==> config.mk <==
export PLATFORM = sky130hd
export DESIGN_NAME = mqtt_packet_deframer_top_flat
export DESIGN_NICKNAME = d
export VERILOG_FILES = /design/src/rtl/core/mqdf_pkg.sv /design/src/rtl/core/mqdf_if.sv /design/src/rtl/core/mqtt_packet_deframer_top.sv /design/src/flat_wrapper.sv
export SDC_FILE = /design/constraint.sdc
export NUM_CORES = 1
export LEC_CHECK = 0
export BUFFER_PORTS_ARGS = -buffer_cell sky130_fd_sc_hd__buf_2
export CAP_MARGIN = 40
export CORE_MARGIN = 8
export CORE_UTILIZATION = 35
export CTS_CLUSTER_DIAMETER = 200
export DETAILED_ROUTE_END_ITERATION = 10
export SLEW_MARGIN = 20
export SYNTH_ARGS = -nofsm -noshare
export SYNTH_HDL_FRONTEND = slang
export SYNTH_SLANG_ARGS = --single-unit
==> constraint.sdc <==
create_clock -name i_clk -period 5.7 [get_ports i_clk]
set_clock_uncertainty 0.1 [all_clocks]
set_input_delay 0 -clock i_clk [delete_from_list [all_inputs] [get_ports i_clk]]
set_output_delay 0 -clock i_clk [all_outputs]
set_load 0.02 [all_outputs]
==> src/rtl/core/mqdf_pkg.sv <==
package mqdf_pkg;

    // Remaining-length field: at most this many base-128 bytes.
    localparam int MAX_LENGTH_BYTES = 4;
    // Groups that fit the 28-bit accumulator.
    localparam int LEN_GROUPS       = 4;

    localparam int LEN_W    = 28;
    localparam int TOPIC_W  = 16;
    localparam int LCNT_W   = 3;

    localparam logic [3:0] KIND_PUBLISH = 4'h3;

    typedef enum logic [2:0] {
        PH_TYPE    = 3'd0,
        PH_LEN     = 3'd1,
        PH_TLHI    = 3'd2,
        PH_TLLO    = 3'd3,
        PH_TOPIC   = 3'd4,
        PH_ID      = 3'd5,
        PH_PAYLOAD = 3'd6,
        PH_OTHER   = 3'd7
    } t_phase;

    typedef enum logic [2:0] {
        ROLE_TYPE    = 3'd0,
        ROLE_LEN     = 3'd1,
        ROLE_TLHI    = 3'd2,
        ROLE_TLLO    = 3'd3,
        ROLE_TOPIC   = 3'd4,
        ROLE_ID      = 3'd5,
        ROLE_PAYLOAD = 3'd6,
        ROLE_OTHER   = 3'd7
    } t_role;

    typedef enum logic [1:0] {
        FAULT_NONE    = 2'd0,
        FAULT_LEN     = 2'd1,
        FAULT_PUB_CUT = 2'd2
    } t_fault;

endpackage

==> src/rtl/core/mqdf_if.sv <==
interface mqdf_in_if;
    logic       valid;
    logic       ready;
    logic [7:0] rx_byte;

    modport source (output valid, output rx_byte, input ready);
    modport sink   (input valid, input rx_byte, output ready);
endinterface

interface mqdf_out_if;
    logic                        valid;
    logic                        ready;
    logic [7:0]                  out_byte;
    logic [2:0]                  role;
    logic [3:0]                  packet_kind;
    logic [1:0]                  pub_qos;
    logic [mqdf_pkg::LEN_W-1:0]  body_length;
    logic                        last;
    logic [1:0]                  fault;

    modport source (
        output valid, output out_byte, output role, output packet_kind,
        output pub_qos, output body_length, output last, output fault,
        input ready
    );
    modport sink (
        input valid, input out_byte, input role, input packet_kind,
        input pub_qos, input body_length, input last, input fault,
        output ready
    );
endinterface

==> src/rtl/core/mqtt_packet_deframer_top.sv <==
// Output: an accepted byte is registered and appears on o_res in the cycle after it is accepted.
// Throughput: one byte per cycle while o_res.ready is high; the byte is accepted while the held result
// drains, since the result register empties and refills at the same edge.
// Reset: synchronous, active low; the framer waits for a type byte and the
// result register is empty.
module mqtt_packet_deframer_top (
    input  logic              i_clk,
    input  logic              i_rst_n,
    mqdf_in_if.sink           i_rx,
    mqdf_out_if.source        o_res
);

    localparam int LEN_W   = mqdf_pkg::LEN_W;
    localparam int TOPIC_W = mqdf_pkg::TOPIC_W;
    localparam int LCNT_W  = mqdf_pkg::LCNT_W;

    // Framing state.
    mqdf_pkg::t_phase    r_phase, n_phase;
    logic [7:0]          r_type, n_type;
    logic [LEN_W-1:0]    r_acc, n_acc;
    logic [LCNT_W-1:0]   r_cnt, n_cnt;
    logic [LEN_W-1:0]    r_body, n_body;
    logic [TOPIC_W-1:0]  r_tlen, n_tlen;
    logic [TOPIC_W-1:0]  r_tleft, n_tleft;
    logic [1:0]          r_id, n_id;

    // Result register.
    logic                r_out_valid;
    logic [7:0]          r_out_byte;
    mqdf_pkg::t_role     r_role, n_role;
    logic                r_last, n_last;
    mqdf_pkg::t_fault    r_fault, n_fault;
    logic [3:0]          r_kind;
    logic [1:0]          r_qos;
    logic [LEN_W-1:0]    r_blen;

    logic                w_accept;
    logic [7:0]          w_b;
    logic [LEN_W-1:0]    w_body_dec;
    logic [TOPIC_W-1:0]  w_tleft_dec;
    logic [1:0]          w_id_dec;
    logic [LEN_W-1:0]    w_group;
    logic [4:0]          w_shift;
    logic [LEN_W-1:0]    w_acc_new;
    logic [LCNT_W-1:0]   w_cnt_inc;
    logic [TOPIC_W-1:0]  w_tlen_full;
    logic                w_qos_nz;
    logic                w_is_pub;
    logic                w_ends;

    // Accept a byte whenever the result slot is empty or being drained.
    assign i_rx.ready = !r_out_valid || o_res.ready;
    assign w_accept   = i_rx.valid && i_rx.ready;
    assign w_b        = i_rx.rx_byte;

    assign w_body_dec  = r_body - LEN_W'(1);
    assign w_tleft_dec = r_tleft - TOPIC_W'(1);
    assign w_id_dec    = r_id - 2'd1;
    assign w_qos_nz    = (r_type[2:1] != 2'd0);
    assign w_is_pub    = (r_type[7:4] == mqdf_pkg::KIND_PUBLISH);
    assign w_cnt_inc   = r_cnt + LCNT_W'(1);
    assign w_tlen_full = r_tlen | TOPIC_W'(w_b);

    // Base-128 group: least significant group first, 7 bits per length byte.
    assign w_shift   = 5'd7 * {3'b000, r_cnt[1:0]};
    assign w_group   = LEN_W'(w_b[6:0]) << w_shift;
    assign w_acc_new = (r_cnt < LCNT_W'(mqdf_pkg::LEN_GROUPS)) ? (r_acc + w_group) : r_acc;

    always_comb begin
        n_phase = r_phase;
        n_type  = r_type;
        n_acc   = r_acc;
        n_cnt   = r_cnt;
        n_body  = r_body;
        n_tlen  = r_tlen;
        n_tleft = r_tleft;
        n_id    = r_id;
        n_role  = mqdf_pkg::ROLE_TYPE;
        n_last  = 1'b0;
        n_fault = mqdf_pkg::FAULT_NONE;
        w_ends  = 1'b0;

        unique case (r_phase)
            mqdf_pkg::PH_TYPE: begin
                n_role  = mqdf_pkg::ROLE_TYPE;
                n_type  = w_b;
                n_acc   = '0;
                n_cnt   = '0;
                n_phase = mqdf_pkg::PH_LEN;
            end
            mqdf_pkg::PH_LEN: begin
                n_role = mqdf_pkg::ROLE_LEN;
                n_acc  = w_acc_new;
                n_cnt  = w_cnt_inc;
                if (w_b[7]) begin
                    // Continuation past the last allowed byte: abort and resync.
                    if (w_cnt_inc >= LCNT_W'(mqdf_pkg::MAX_LENGTH_BYTES)) begin
                        n_last  = 1'b1;
                        n_fault = mqdf_pkg::FAULT_LEN;
                        n_phase = mqdf_pkg::PH_TYPE;
                    end
                end else if (w_acc_new == '0) begin
                    // Empty body ends the packet here.
                    n_last  = 1'b1;
                    if (w_is_pub) begin
                        n_fault = mqdf_pkg::FAULT_PUB_CUT;
                    end
                    n_phase = mqdf_pkg::PH_TYPE;
                end else begin
                    n_body  = w_acc_new;
                    n_phase = w_is_pub ? mqdf_pkg::PH_TLHI : mqdf_pkg::PH_OTHER;
                end
            end
            mqdf_pkg::PH_TLHI: begin
                n_role = mqdf_pkg::ROLE_TLHI;
                n_tlen = {w_b, 8'h00};
                n_body = w_body_dec;
                if (w_body_dec == '0) begin
                    w_ends  = 1'b1;
                    n_fault = mqdf_pkg::FAULT_PUB_CUT;
                end else begin
                    n_phase = mqdf_pkg::PH_TLLO;
                end
            end
            mqdf_pkg::PH_TLLO: begin
                n_role  = mqdf_pkg::ROLE_TLLO;
                n_tlen  = w_tlen_full;
                n_tleft = w_tlen_full;
                n_body  = w_body_dec;
                if (w_body_dec == '0) begin
                    w_ends = 1'b1;
                    if (w_tlen_full != '0 || w_qos_nz) begin
                        n_fault = mqdf_pkg::FAULT_PUB_CUT;
                    end
                end else if (w_tlen_full != '0) begin
                    n_phase = mqdf_pkg::PH_TOPIC;
                end else if (w_qos_nz) begin
                    n_id    = 2'd2;
                    n_phase = mqdf_pkg::PH_ID;
                end else begin
                    n_phase = mqdf_pkg::PH_PAYLOAD;
                end
            end
            mqdf_pkg::PH_TOPIC: begin
                n_role  = mqdf_pkg::ROLE_TOPIC;
                n_tleft = w_tleft_dec;
                n_body  = w_body_dec;
                if (w_body_dec == '0) begin
                    w_ends = 1'b1;
                    if (w_tleft_dec != '0 || w_qos_nz) begin
                        n_fault = mqdf_pkg::FAULT_PUB_CUT;
                    end
                end else if (w_tleft_dec == '0) begin
                    if (w_qos_nz) begin
                        n_id    = 2'd2;
                        n_phase = mqdf_pkg::PH_ID;
                    end else begin
                        n_phase = mqdf_pkg::PH_PAYLOAD;
                    end
                end
            end
            mqdf_pkg::PH_ID: begin
                n_role = mqdf_pkg::ROLE_ID;
                n_id   = w_id_dec;
                n_body = w_body_dec;
                if (w_body_dec == '0) begin
                    w_ends = 1'b1;
                    if (w_id_dec != 2'd0) begin
                        n_fault = mqdf_pkg::FAULT_PUB_CUT;
                    end
                end else if (w_id_dec == 2'd0) begin
                    n_phase = mqdf_pkg::PH_PAYLOAD;
                end
            end
            mqdf_pkg::PH_PAYLOAD: begin
                n_role = mqdf_pkg::ROLE_PAYLOAD;
                n_body = w_body_dec;
                w_ends = (w_body_dec == '0);
            end
            mqdf_pkg::PH_OTHER: begin
                n_role = mqdf_pkg::ROLE_OTHER;
                n_body = w_body_dec;
                w_ends = (w_body_dec == '0);
            end
            default: begin
                n_phase = mqdf_pkg::PH_TYPE;
            end
        endcase

        // Body exhausted: mark the byte and go back to the type byte.
        if (w_ends) begin
            n_last  = 1'b1;
            n_phase = mqdf_pkg::PH_TYPE;
        end
    end

    // Advance the framing state only on a transfer.
    always_ff @(posedge i_clk) begin
        if (!i_rst_n) begin
            r_phase <= mqdf_pkg::PH_TYPE;
            r_type  <= '0;
            r_acc   <= '0;
            r_cnt   <= '0;
            r_body  <= '0;
            r_tlen  <= '0;
            r_tleft <= '0;
            r_id    <= '0;
        end else if (w_accept) begin
            r_phase <= n_phase;
            r_type  <= n_type;
            r_acc   <= n_acc;
            r_cnt   <= n_cnt;
            r_body  <= n_body;
            r_tlen  <= n_tlen;
            r_tleft <= n_tleft;
            r_id    <= n_id;
        end
    end

    // Result slot: fill on a transfer in, empty on a transfer out.
    always_ff @(posedge i_clk) begin
        if (!i_rst_n) begin
            r_out_valid <= 1'b0;
        end else if (w_accept) begin
            r_out_valid <= 1'b1;
        end else if (o_res.ready) begin
            r_out_valid <= 1'b0;
        end
    end

    always_ff @(posedge i_clk) begin
        if (w_accept) begin
            r_out_byte <= w_b;
            r_role     <= n_role;
            r_last     <= n_last;
            r_fault    <= n_fault;
            r_kind     <= n_type[7:4];
            r_qos      <= n_type[2:1];
            r_blen     <= n_acc;
        end
    end

    assign o_res.valid       = r_out_valid;
    assign o_res.out_byte    = r_out_byte;
    assign o_res.role        = r_role;
    assign o_res.packet_kind = r_kind;
    assign o_res.pub_qos     = r_qos;
    assign o_res.body_length = r_blen;
    assign o_res.last        = r_last;
    assign o_res.fault       = r_fault;

    // A fault only ever rides on the closing byte of a packet.
    a_fault_on_last: assert property (@(posedge i_clk) disable iff (!i_rst_n)
        r_out_valid && (r_fault != mqdf_pkg::FAULT_NONE) |-> r_last)
        else $error("fault reported without last");

    // A closing byte sends the framer back to the type byte.
    a_last_resyncs: assert property (@(posedge i_clk) disable iff (!i_rst_n)
        w_accept && n_last |=> r_phase == mqdf_pkg::PH_TYPE)
        else $error("framer did not return to type byte after last");

    // The length byte counter never runs past the field limit.
    a_len_cnt_bound: assert property (@(posedge i_clk) disable iff (!i_rst_n)
        r_cnt <= LCNT_W'(mqdf_pkg::MAX_LENGTH_BYTES))
        else $error("length byte counter overran");

    // A type byte restarts the length decode.
    a_type_clears_len: assert property (@(posedge i_clk) disable iff (!i_rst_n)
        r_out_valid && (r_role == mqdf_pkg::ROLE_TYPE) |-> (r_blen == '0) && !r_last)
        else $error("type byte carried a length or last");

    // Body bytes are only counted while a body is open.
    a_body_open: assert property (@(posedge i_clk) disable iff (!i_rst_n)
        (r_phase != mqdf_pkg::PH_TYPE) && (r_phase != mqdf_pkg::PH_LEN) |-> (r_body != '0))
        else $error("body phase with no bytes left");

endmodule
==> src/flat_wrapper.sv <==
// flat-port wrapper written by rule: the top's interface ports become plain ports
module mqtt_packet_deframer_top_flat 
  (i_clk, i_rst_n, i_rx_valid, i_rx_rx_byte, i_rx_ready, o_res_valid, o_res_out_byte, o_res_role, o_res_packet_kind, o_res_pub_qos, o_res_body_length, o_res_last, o_res_fault, o_res_ready);
  mqdf_in_if i_rx_i ();
  mqdf_out_if o_res_i ();
  input  logic i_clk;
  input  logic i_rst_n;
  input wire logic [$bits(i_rx_i.valid)-1:0] i_rx_valid;
  input wire logic [$bits(i_rx_i.rx_byte)-1:0] i_rx_rx_byte;
  output wire logic [$bits(i_rx_i.ready)-1:0] i_rx_ready;
  output wire logic [$bits(o_res_i.valid)-1:0] o_res_valid;
  output wire logic [$bits(o_res_i.out_byte)-1:0] o_res_out_byte;
  output wire logic [$bits(o_res_i.role)-1:0] o_res_role;
  output wire logic [$bits(o_res_i.packet_kind)-1:0] o_res_packet_kind;
  output wire logic [$bits(o_res_i.pub_qos)-1:0] o_res_pub_qos;
  output wire logic [$bits(o_res_i.body_length)-1:0] o_res_body_length;
  output wire logic [$bits(o_res_i.last)-1:0] o_res_last;
  output wire logic [$bits(o_res_i.fault)-1:0] o_res_fault;
  input wire logic [$bits(o_res_i.ready)-1:0] o_res_ready;
  assign i_rx_i.valid = i_rx_valid;
  assign i_rx_i.rx_byte = i_rx_rx_byte;
  assign i_rx_ready = i_rx_i.ready;
  assign o_res_valid = o_res_i.valid;
  assign o_res_out_byte = o_res_i.out_byte;
  assign o_res_role = o_res_i.role;
  assign o_res_packet_kind = o_res_i.packet_kind;
  assign o_res_pub_qos = o_res_i.pub_qos;
  assign o_res_body_length = o_res_i.body_length;
  assign o_res_last = o_res_i.last;
  assign o_res_fault = o_res_i.fault;
  assign o_res_i.ready = o_res_ready;
  mqtt_packet_deframer_top u_core (.i_clk(i_clk), .i_rst_n(i_rst_n), .i_rx(i_rx_i), .o_res(o_res_i));
endmodule
# After elaboration in Yosys (flattened, before gate mapping)
# Index checks and enable logic that the tools add are counted.
word_totals:
  elab_cells: 129
  reg_bits: 153
  output_inout_bits: 50
op_classes:
  n_eq_ne: 21
  n_mux: 50
  multipliers: 1
  bitwise: 1
  add_sub_neg: 5
  n_lt_le_gt_ge: 2
  shift: 1
  reduce_logical: 31
op_table:
  columns: ["operator", "count"]
  rows:
  - ["28-bit one-hot mux with 2 select lines", 2]
  - ["28-bit 2-to-1 mux", 3]
  - ["16-bit one-hot mux with 2 select lines", 2]
  - ["28-bit logical NOT", 2]
  - ["3-bit 2-to-1 mux", 12]
  - ["2-bit 2-to-1 mux", 16]
  - ["16-bit nonzero test", 2]
  - ["28-bit adder", 1]
  - ["7-bit by 5-bit left shift with 28-bit output", 1]
  - ["28-bit by 1-bit subtractor with 28-bit output (second input constant)", 1]
  - ["3-bit one-hot mux with 8 select lines", 1]
  - ["3-bit one-hot mux with 6 select lines", 1]
  - ["16-bit logical NOT", 1]
  - ["16-bit by 8-bit OR with 16-bit output", 1]
  - ["16-bit by 1-bit subtractor with 16-bit output (second input constant)", 1]
  - ["2-bit nonzero test", 7]
  - ["3-bit equality test (second input constant)", 4]
  - ["3-bit by 2-bit != test with 1-bit output (second input constant)", 4]
  - ["2-bit != test (second input constant)", 5]
  - ["2-bit one-hot mux with 5 select lines", 1]
  - ["9-bit AND reduction", 1]
  - ["1-bit 2-to-1 mux", 8]
  - ["8-bit 2-to-1 mux", 1]
  - ["2-bit AND reduction", 4]
  - ["other kinds (26)", 30]

# Logic depth before layout (Yosys ltp)
depth:
  ltp_word: 9
  depth_mapped: 16
  depth_no_buf: 14

# Worst setup path before layout
# OpenSTA, ideal clock, no wires.
synth_path:
  path_type: "register -> register"
  from: "reg u_core.r_cnt[0]"
  to: "reg u_core.r_body[14]"
  path_slack_ps: 1723
  stages_incl_launch_ff: 17
  required_ps: 5528
  path_buffers: 3
  setup_ps: 72
  t_arrival_ps: 3805
  cell_sequence: "dfxtp_1 clkbuf_1 nor2b_1 and2_1 ha_1 buf_2 nand4_1 o22ai_1 nor4_2 a21oi_4 o211a_1 nor4_4 nand2_2 o41ai_4 and2_4 buf_6 mux2i_1"
synth_via:
  elab_chain_len: 7
  word_cells_on_any_way: 11
  cone_classes: "add/sub (1); mul (1); order compare (1); eq/ne (1); shift (1); mux (4); reduce/logical (2)"
synth_lines:
  columns: ["element", "line_no", "rtl"]
  rows:
  - ["start, declared", "mqtt_packet_deframer_top.sv:21", "logic [LCNT_W-1:0] r_cnt, n_cnt;"]
  - ["start signal, assigned", "mqtt_packet_deframer_top.sv:212", "r_cnt <= n_cnt;"]
  - ["3-bit by 2-bit multiplier with 5-bit output", "mqtt_packet_deframer_top.sv:65", "assign w_shift = 5'd7 * {3'b000, r_cnt[1:0]};"]
  - ["7-bit by 5-bit left shift with 28-bit output", "mqtt_packet_deframer_top.sv:66", "assign w_group = LEN_W'(w_b[6:0]) << w_shift;"]
  - ["28-bit adder", "mqtt_packet_deframer_top.sv:67", "assign w_acc_new = (r_cnt < LCNT_W'(mqdf_pkg::LEN_GROUPS)) ? (r_acc + w_group) : r_acc;"]
  - ["28-bit 2-to-1 mux (*)", "mqtt_packet_deframer_top.sv:67", null]
  - ["28-bit logical NOT or 28-bit 2-to-1 mux (tied branches)", "mqtt_packet_deframer_top.sv:102", "end else if (w_acc_new == '0) begin"]
  - ["2-bit != test (no source line) or 28-bit 2-to-1 mux (tied branches)", null, null]
  - ["4-bit AND reduction (no source line) or 28-bit one-hot mux with 2 select lines (tied branches)", null, null]
  - ["end signal, assigned", "mqtt_packet_deframer_top.sv:213", "r_body <= n_body;"]
  - ["end, declared", "mqtt_packet_deframer_top.sv:22", "logic [LEN_W-1:0] r_body, n_body;"]
# Mark *: on every way between the ends. The rest lies on a longest branch, timed or not. The select of a mux whose other input is x is not followed.
# A chain may end at the register's enable or synchronous reset.

# Final worst setup path
layout_path:
  from: "reg u_core.r_cnt[0]"
  to: "reg u_core.r_body[3]"
# Same word-level chain as after synthesis.

==> impl.org <==
** Outcome
- Status :: complete, no violations

** Power and ir drop
- Register share of total power :: 41.2%
- Summed over all nets, the switching power comes to 0.8843 mW.
- IR analysis of the VDD net gives a maximum drop of 0.0001546 V.
- The internal power of the cells totals 1.986 mW.
- Leakage Power :: 4.342 nW
- Dividing total power by cell area gives a power density of 245.8 nW/um2.
- Clock group share of total power :: 41.4%
- Gate power share :: 17.4%
- Switching portion of total power :: 30.81%
- Total power for the finished layout comes to 2.870 mW.

** GRT
- Across every metal layer, demand over resource in global routing totals 18.93%.
- Initial antenna violation count :: 0
- Congestion Overflow GR :: 0
- Vias in the first global route :: 9719
- First-pass GRT wire length :: 54.17 mm
- Entering global routing, the biggest net connects 59 pins.

** STA
- Headroom to the max-slew limit came out at 41.27%.
- At the pin with the least slew margin, the transition time is 878.9 ps.
- Setup repair after global routing left no endpoint under its margin.
- The max-slew violation count is 0.
- In the final timing run, aggregate negative setup slack is 0 ps.
- On the final layout, the worst hold slack is 182.6 ps.
- # setup viols final :: 0
- Final hold vios :: 0
- Maximum clock frequency :: 200.9 MHz
- Minimum clock period :: 4978 ps
- Post-route fraction of the period consumed by the critical path :: 87.34%

** Worst setup path
- Worst reg2reg endpoint :: u_core.r_body[3]
- For this run, the slowest stage of the critical path takes 620 ps.
- STA classifies the critical path endpoint as a flip-flop.
- On the critical path, the stage with the largest delay is an instance of o41ai_4.
- Startpoint types :: flip-flop
- Worst EP required :: 5890 ps
- Worst-path cell chain :: nor2_1 > and2_1 > ha_1 > fa_1 > a211oi_2 > o21ai_1 > a21oi_2 > or4_1 > a41oi_1 > nor3_1 > nand4_2 > o41ai_4 > and2_4 > a221oi_1
- Reg2Reg Setup Slack :: 720 ps
- Measured in cells, the most critical reg-to-reg path has a length of 14.
- Data arrival at the endpoint of the critical path :: 5170 ps
- The critical path is of the reg -> reg type.
- The worst register-to-register path begins at u_core.r_cnt[0].
- Critical-path maximum fanout :: 14

** Floorplan
- Vertical die dimension :: 187.9 um
- The floorplan has 63 rows.
- For this design the top-level I/O count stands at 62.
- Total Die Area :: 35320 um2
- Overall die width :: 187.9 um
- Initial Util :: 35.19%
- The floorplan step defined a core boundary enclosing 29400 um2.

** Routing
- After detailed routing, the total wire length is 34.14 mm.
- In the routed design, unresolved DRC markers number 0.
- Pre-antenna DRT Iters :: 7
- First-iteration detailed-routing DRC count :: 790
- After detailed routing, the average wire length per cell comes to 19.96 um.
- Once detail routing completed, the nets flagged for antenna violations numbered 0.
- Mean number of vias per cell :: 5.891
- Number of vias after detailed routing :: 10080

** Clocking
- Reg clk slew, reported paths :: 70 ps
- Worst-skew pair later-pin latency :: 430 ps
- For this design, the CTS-stage hold fixing added 11 buffers.
- Number of setup buffers added after CTS :: 0
- The clock net in this run drives a total of 151 sinks.
- The H-tree was split into 4 levels.
- Buffer cell driving the clock tree root :: clkbuf_16
- Clock tree from TritonCTS :: done
- Gates resized during post-CTS repair numbered 0.
- Clock Path Buffers :: 2
- Number of clock buffers inserted by TritonCTS :: 17

** Yosys
- Number of distinct standard cells referenced by the synthesized netlist :: 89
- Nets in the synthesized netlist :: 1334
- Library cell with the largest summed area after synthesis :: dfxtp_1
- The most used flip-flop cell after synthesis is dfxtp_1.
- Synthesized area divided by synthesized cell count :: 8.034 um2
- Count of state elements after synthesis :: 151
- Yosys printed 0 warnings.
- In the post-synthesis netlist, the cell with the most instances is nand2_1.
- Number of enable-type register cells in the synthesized netlist :: 48
- Yosys top cell area share :: 19.93%
- Gate Count Post-Synth :: 1288
- After synthesis, the share of flip-flops with an asynchronous set or reset is 0%.
- Main area contributors after synthesis :: dfxtp_1 20%, edfxtp_1 14%, a21oi_1 5.5%
- Post-synthesis sequential area ratio :: 33.86%
- Post-Syn Area :: 10350 um2
- Ranked by instance count, the synthesized netlist is headed by 139 x nand2_1, 137 x nor2_1, 114 x a21oi_1.

** Hold path
- Class of the most critical hold timing path :: in -> reg
- The worst hold path terminates at u_core.r_type[1].
- Worst Min Path Start :: o_res_ready
- WHS Path Cells :: 6

** Finish
- The finished layout holds 1711 standard cells, fillers aside.
- 0 antenna diodes ended up in the layout.
- The net count of the finished layout is 1354.
- Design Area, Final :: 11670 um2
- From synthesis to final layout, the design area changed by 12.82%.
- In the final layout, the share of cells above drive strength 1 is 12.87%.
- The layout has 3011 filler cells.

** Run
- Count of maximum capacitance violations :: 0

** Placed design
- HPWL after detailed placement :: 24.51 mm
- Input and output buffers added on the ports amount to 61.
- Number of placed cells counting well taps :: 1666
- Cell area after placement :: 10910 um2
- The congestion estimate from routability-driven global placement came to 0.9123.
[worst max path at each step]
stage                     from           endpoint  slack [ps]
3_3_place_gp   u_core.r_cnt[0]   u_core.r_body[5]         840
3_5_place_dp   u_core.r_cnt[0]   u_core.r_body[5]         820
6_report       u_core.r_cnt[0]   u_core.r_body[3]         720
4_1_cts        u_core.r_cnt[0]  u_core.r_body[20]         790
2_1_floorplan  u_core.r_cnt[0]  u_core.r_body[14]        1720
5_1_grt        u_core.r_cnt[0]   u_core.r_body[1]         360
[per-layer routing]
| metal | vias up | global-route usage, % | part of all wire, % |
|---|---|---|---|
| met5 | - | 0 | 0 |
| met4 | 0 | 10.36 | 4.8 |
| met3 | 89 | 3.343 | 5.2 |
| met2 | 345 | 30.73 | 47 |
| met1 | 4797 | 23.52 | 43 |
| li1 | 4849 | - | - |
[cell usage in the layout (no fill, tap or decap), types with 18 or more instances in the layout]
master | synthesis | layout
a21oi_1 | 114 | 114
a22o_1 | 22 | 22
a22oi_1 | 24 | 24
and2_1 | 27 | 27
buf_2 | 11 | 62
clkbuf_16 | 0 | 20
dfxtp_1 | 103 | 102
edfxtp_1 | 48 | 48
ha_1 | 33 | 33
inv_1 | 21 | 19
nand2_1 | 139 | 139
nand2b_1 | 18 | 18
nand3_1 | 28 | 28
nand4_1 | 26 | 26
nor2_1 | 137 | 136
nor3_1 | 47 | 47
nor4_1 | 28 | 28
o21ai_0 | 73 | 73
[final cells by class]
class	count	area, um2	area share, %
tap	390	488.0	4.180
timing repair buffer	93	586.8	5.027
clock buffer	22	528.0	4.523
clock inverter	10	93.84	0.8039
sequential	151	3505	30.02
multi-input combinational	1024	6392	54.76
inverter	21	80.08	0.6860
[logic make-up after synthesis]
family	synth area share, %
fa+ha+maj	4.184
simple gates	26.82
buf+inv	4.389
flops	33.86
xor+xnor	2.285
compound gates	25.73
mux	2.733
[critical path: cells and delay by family, from the launching register on]
kind	cells	cell delay [ps]
compound gates	6	1900
simple gates	6	1650
fa+ha+maj	2	640
flops	1	540
[sequential cells by signal (all words and copies together) (netlist names)]
signal / cells
u_core.o_res.body_length: 28
u_core.o_res.fault: 2
u_core.o_res.last: 1
u_core.o_res.out_byte: 8
u_core.o_res.packet_kind: 4
u_core.o_res.pub_qos: 2
u_core.o_res.role: 3
u_core.o_res.valid: 1
u_core.r_acc: 28
u_core.r_body: 28
u_core.r_cnt: 3
u_core.r_id: 2
u_core.r_phase: 3
u_core.r_tleft: 16
u_core.r_tlen: 16
u_core.r_type: 6
[power groups by stage]
stage               registers [mW]  logic (mW)  clock network [mW]
global placement              1.20       0.482                   0
detailed placement            1.20       0.486                   0
finish                        1.18       0.501                1.19
global route                  1.19       0.546                1.25
CTS                           1.18       0.494                1.21
floorplan                     1.22       0.322                   0
[through the flow]
stage / utilization, % / worst slack, ps
floorplan: - / 1723
global route: 39.70 / 364.5
detailed placement: 37.11 / 816.9
finish: 39.70 / 721.8
global placement: 37.04 / 837.1
CTS: 39.60 / 789.9
Power figures use the tool's default switching activity.
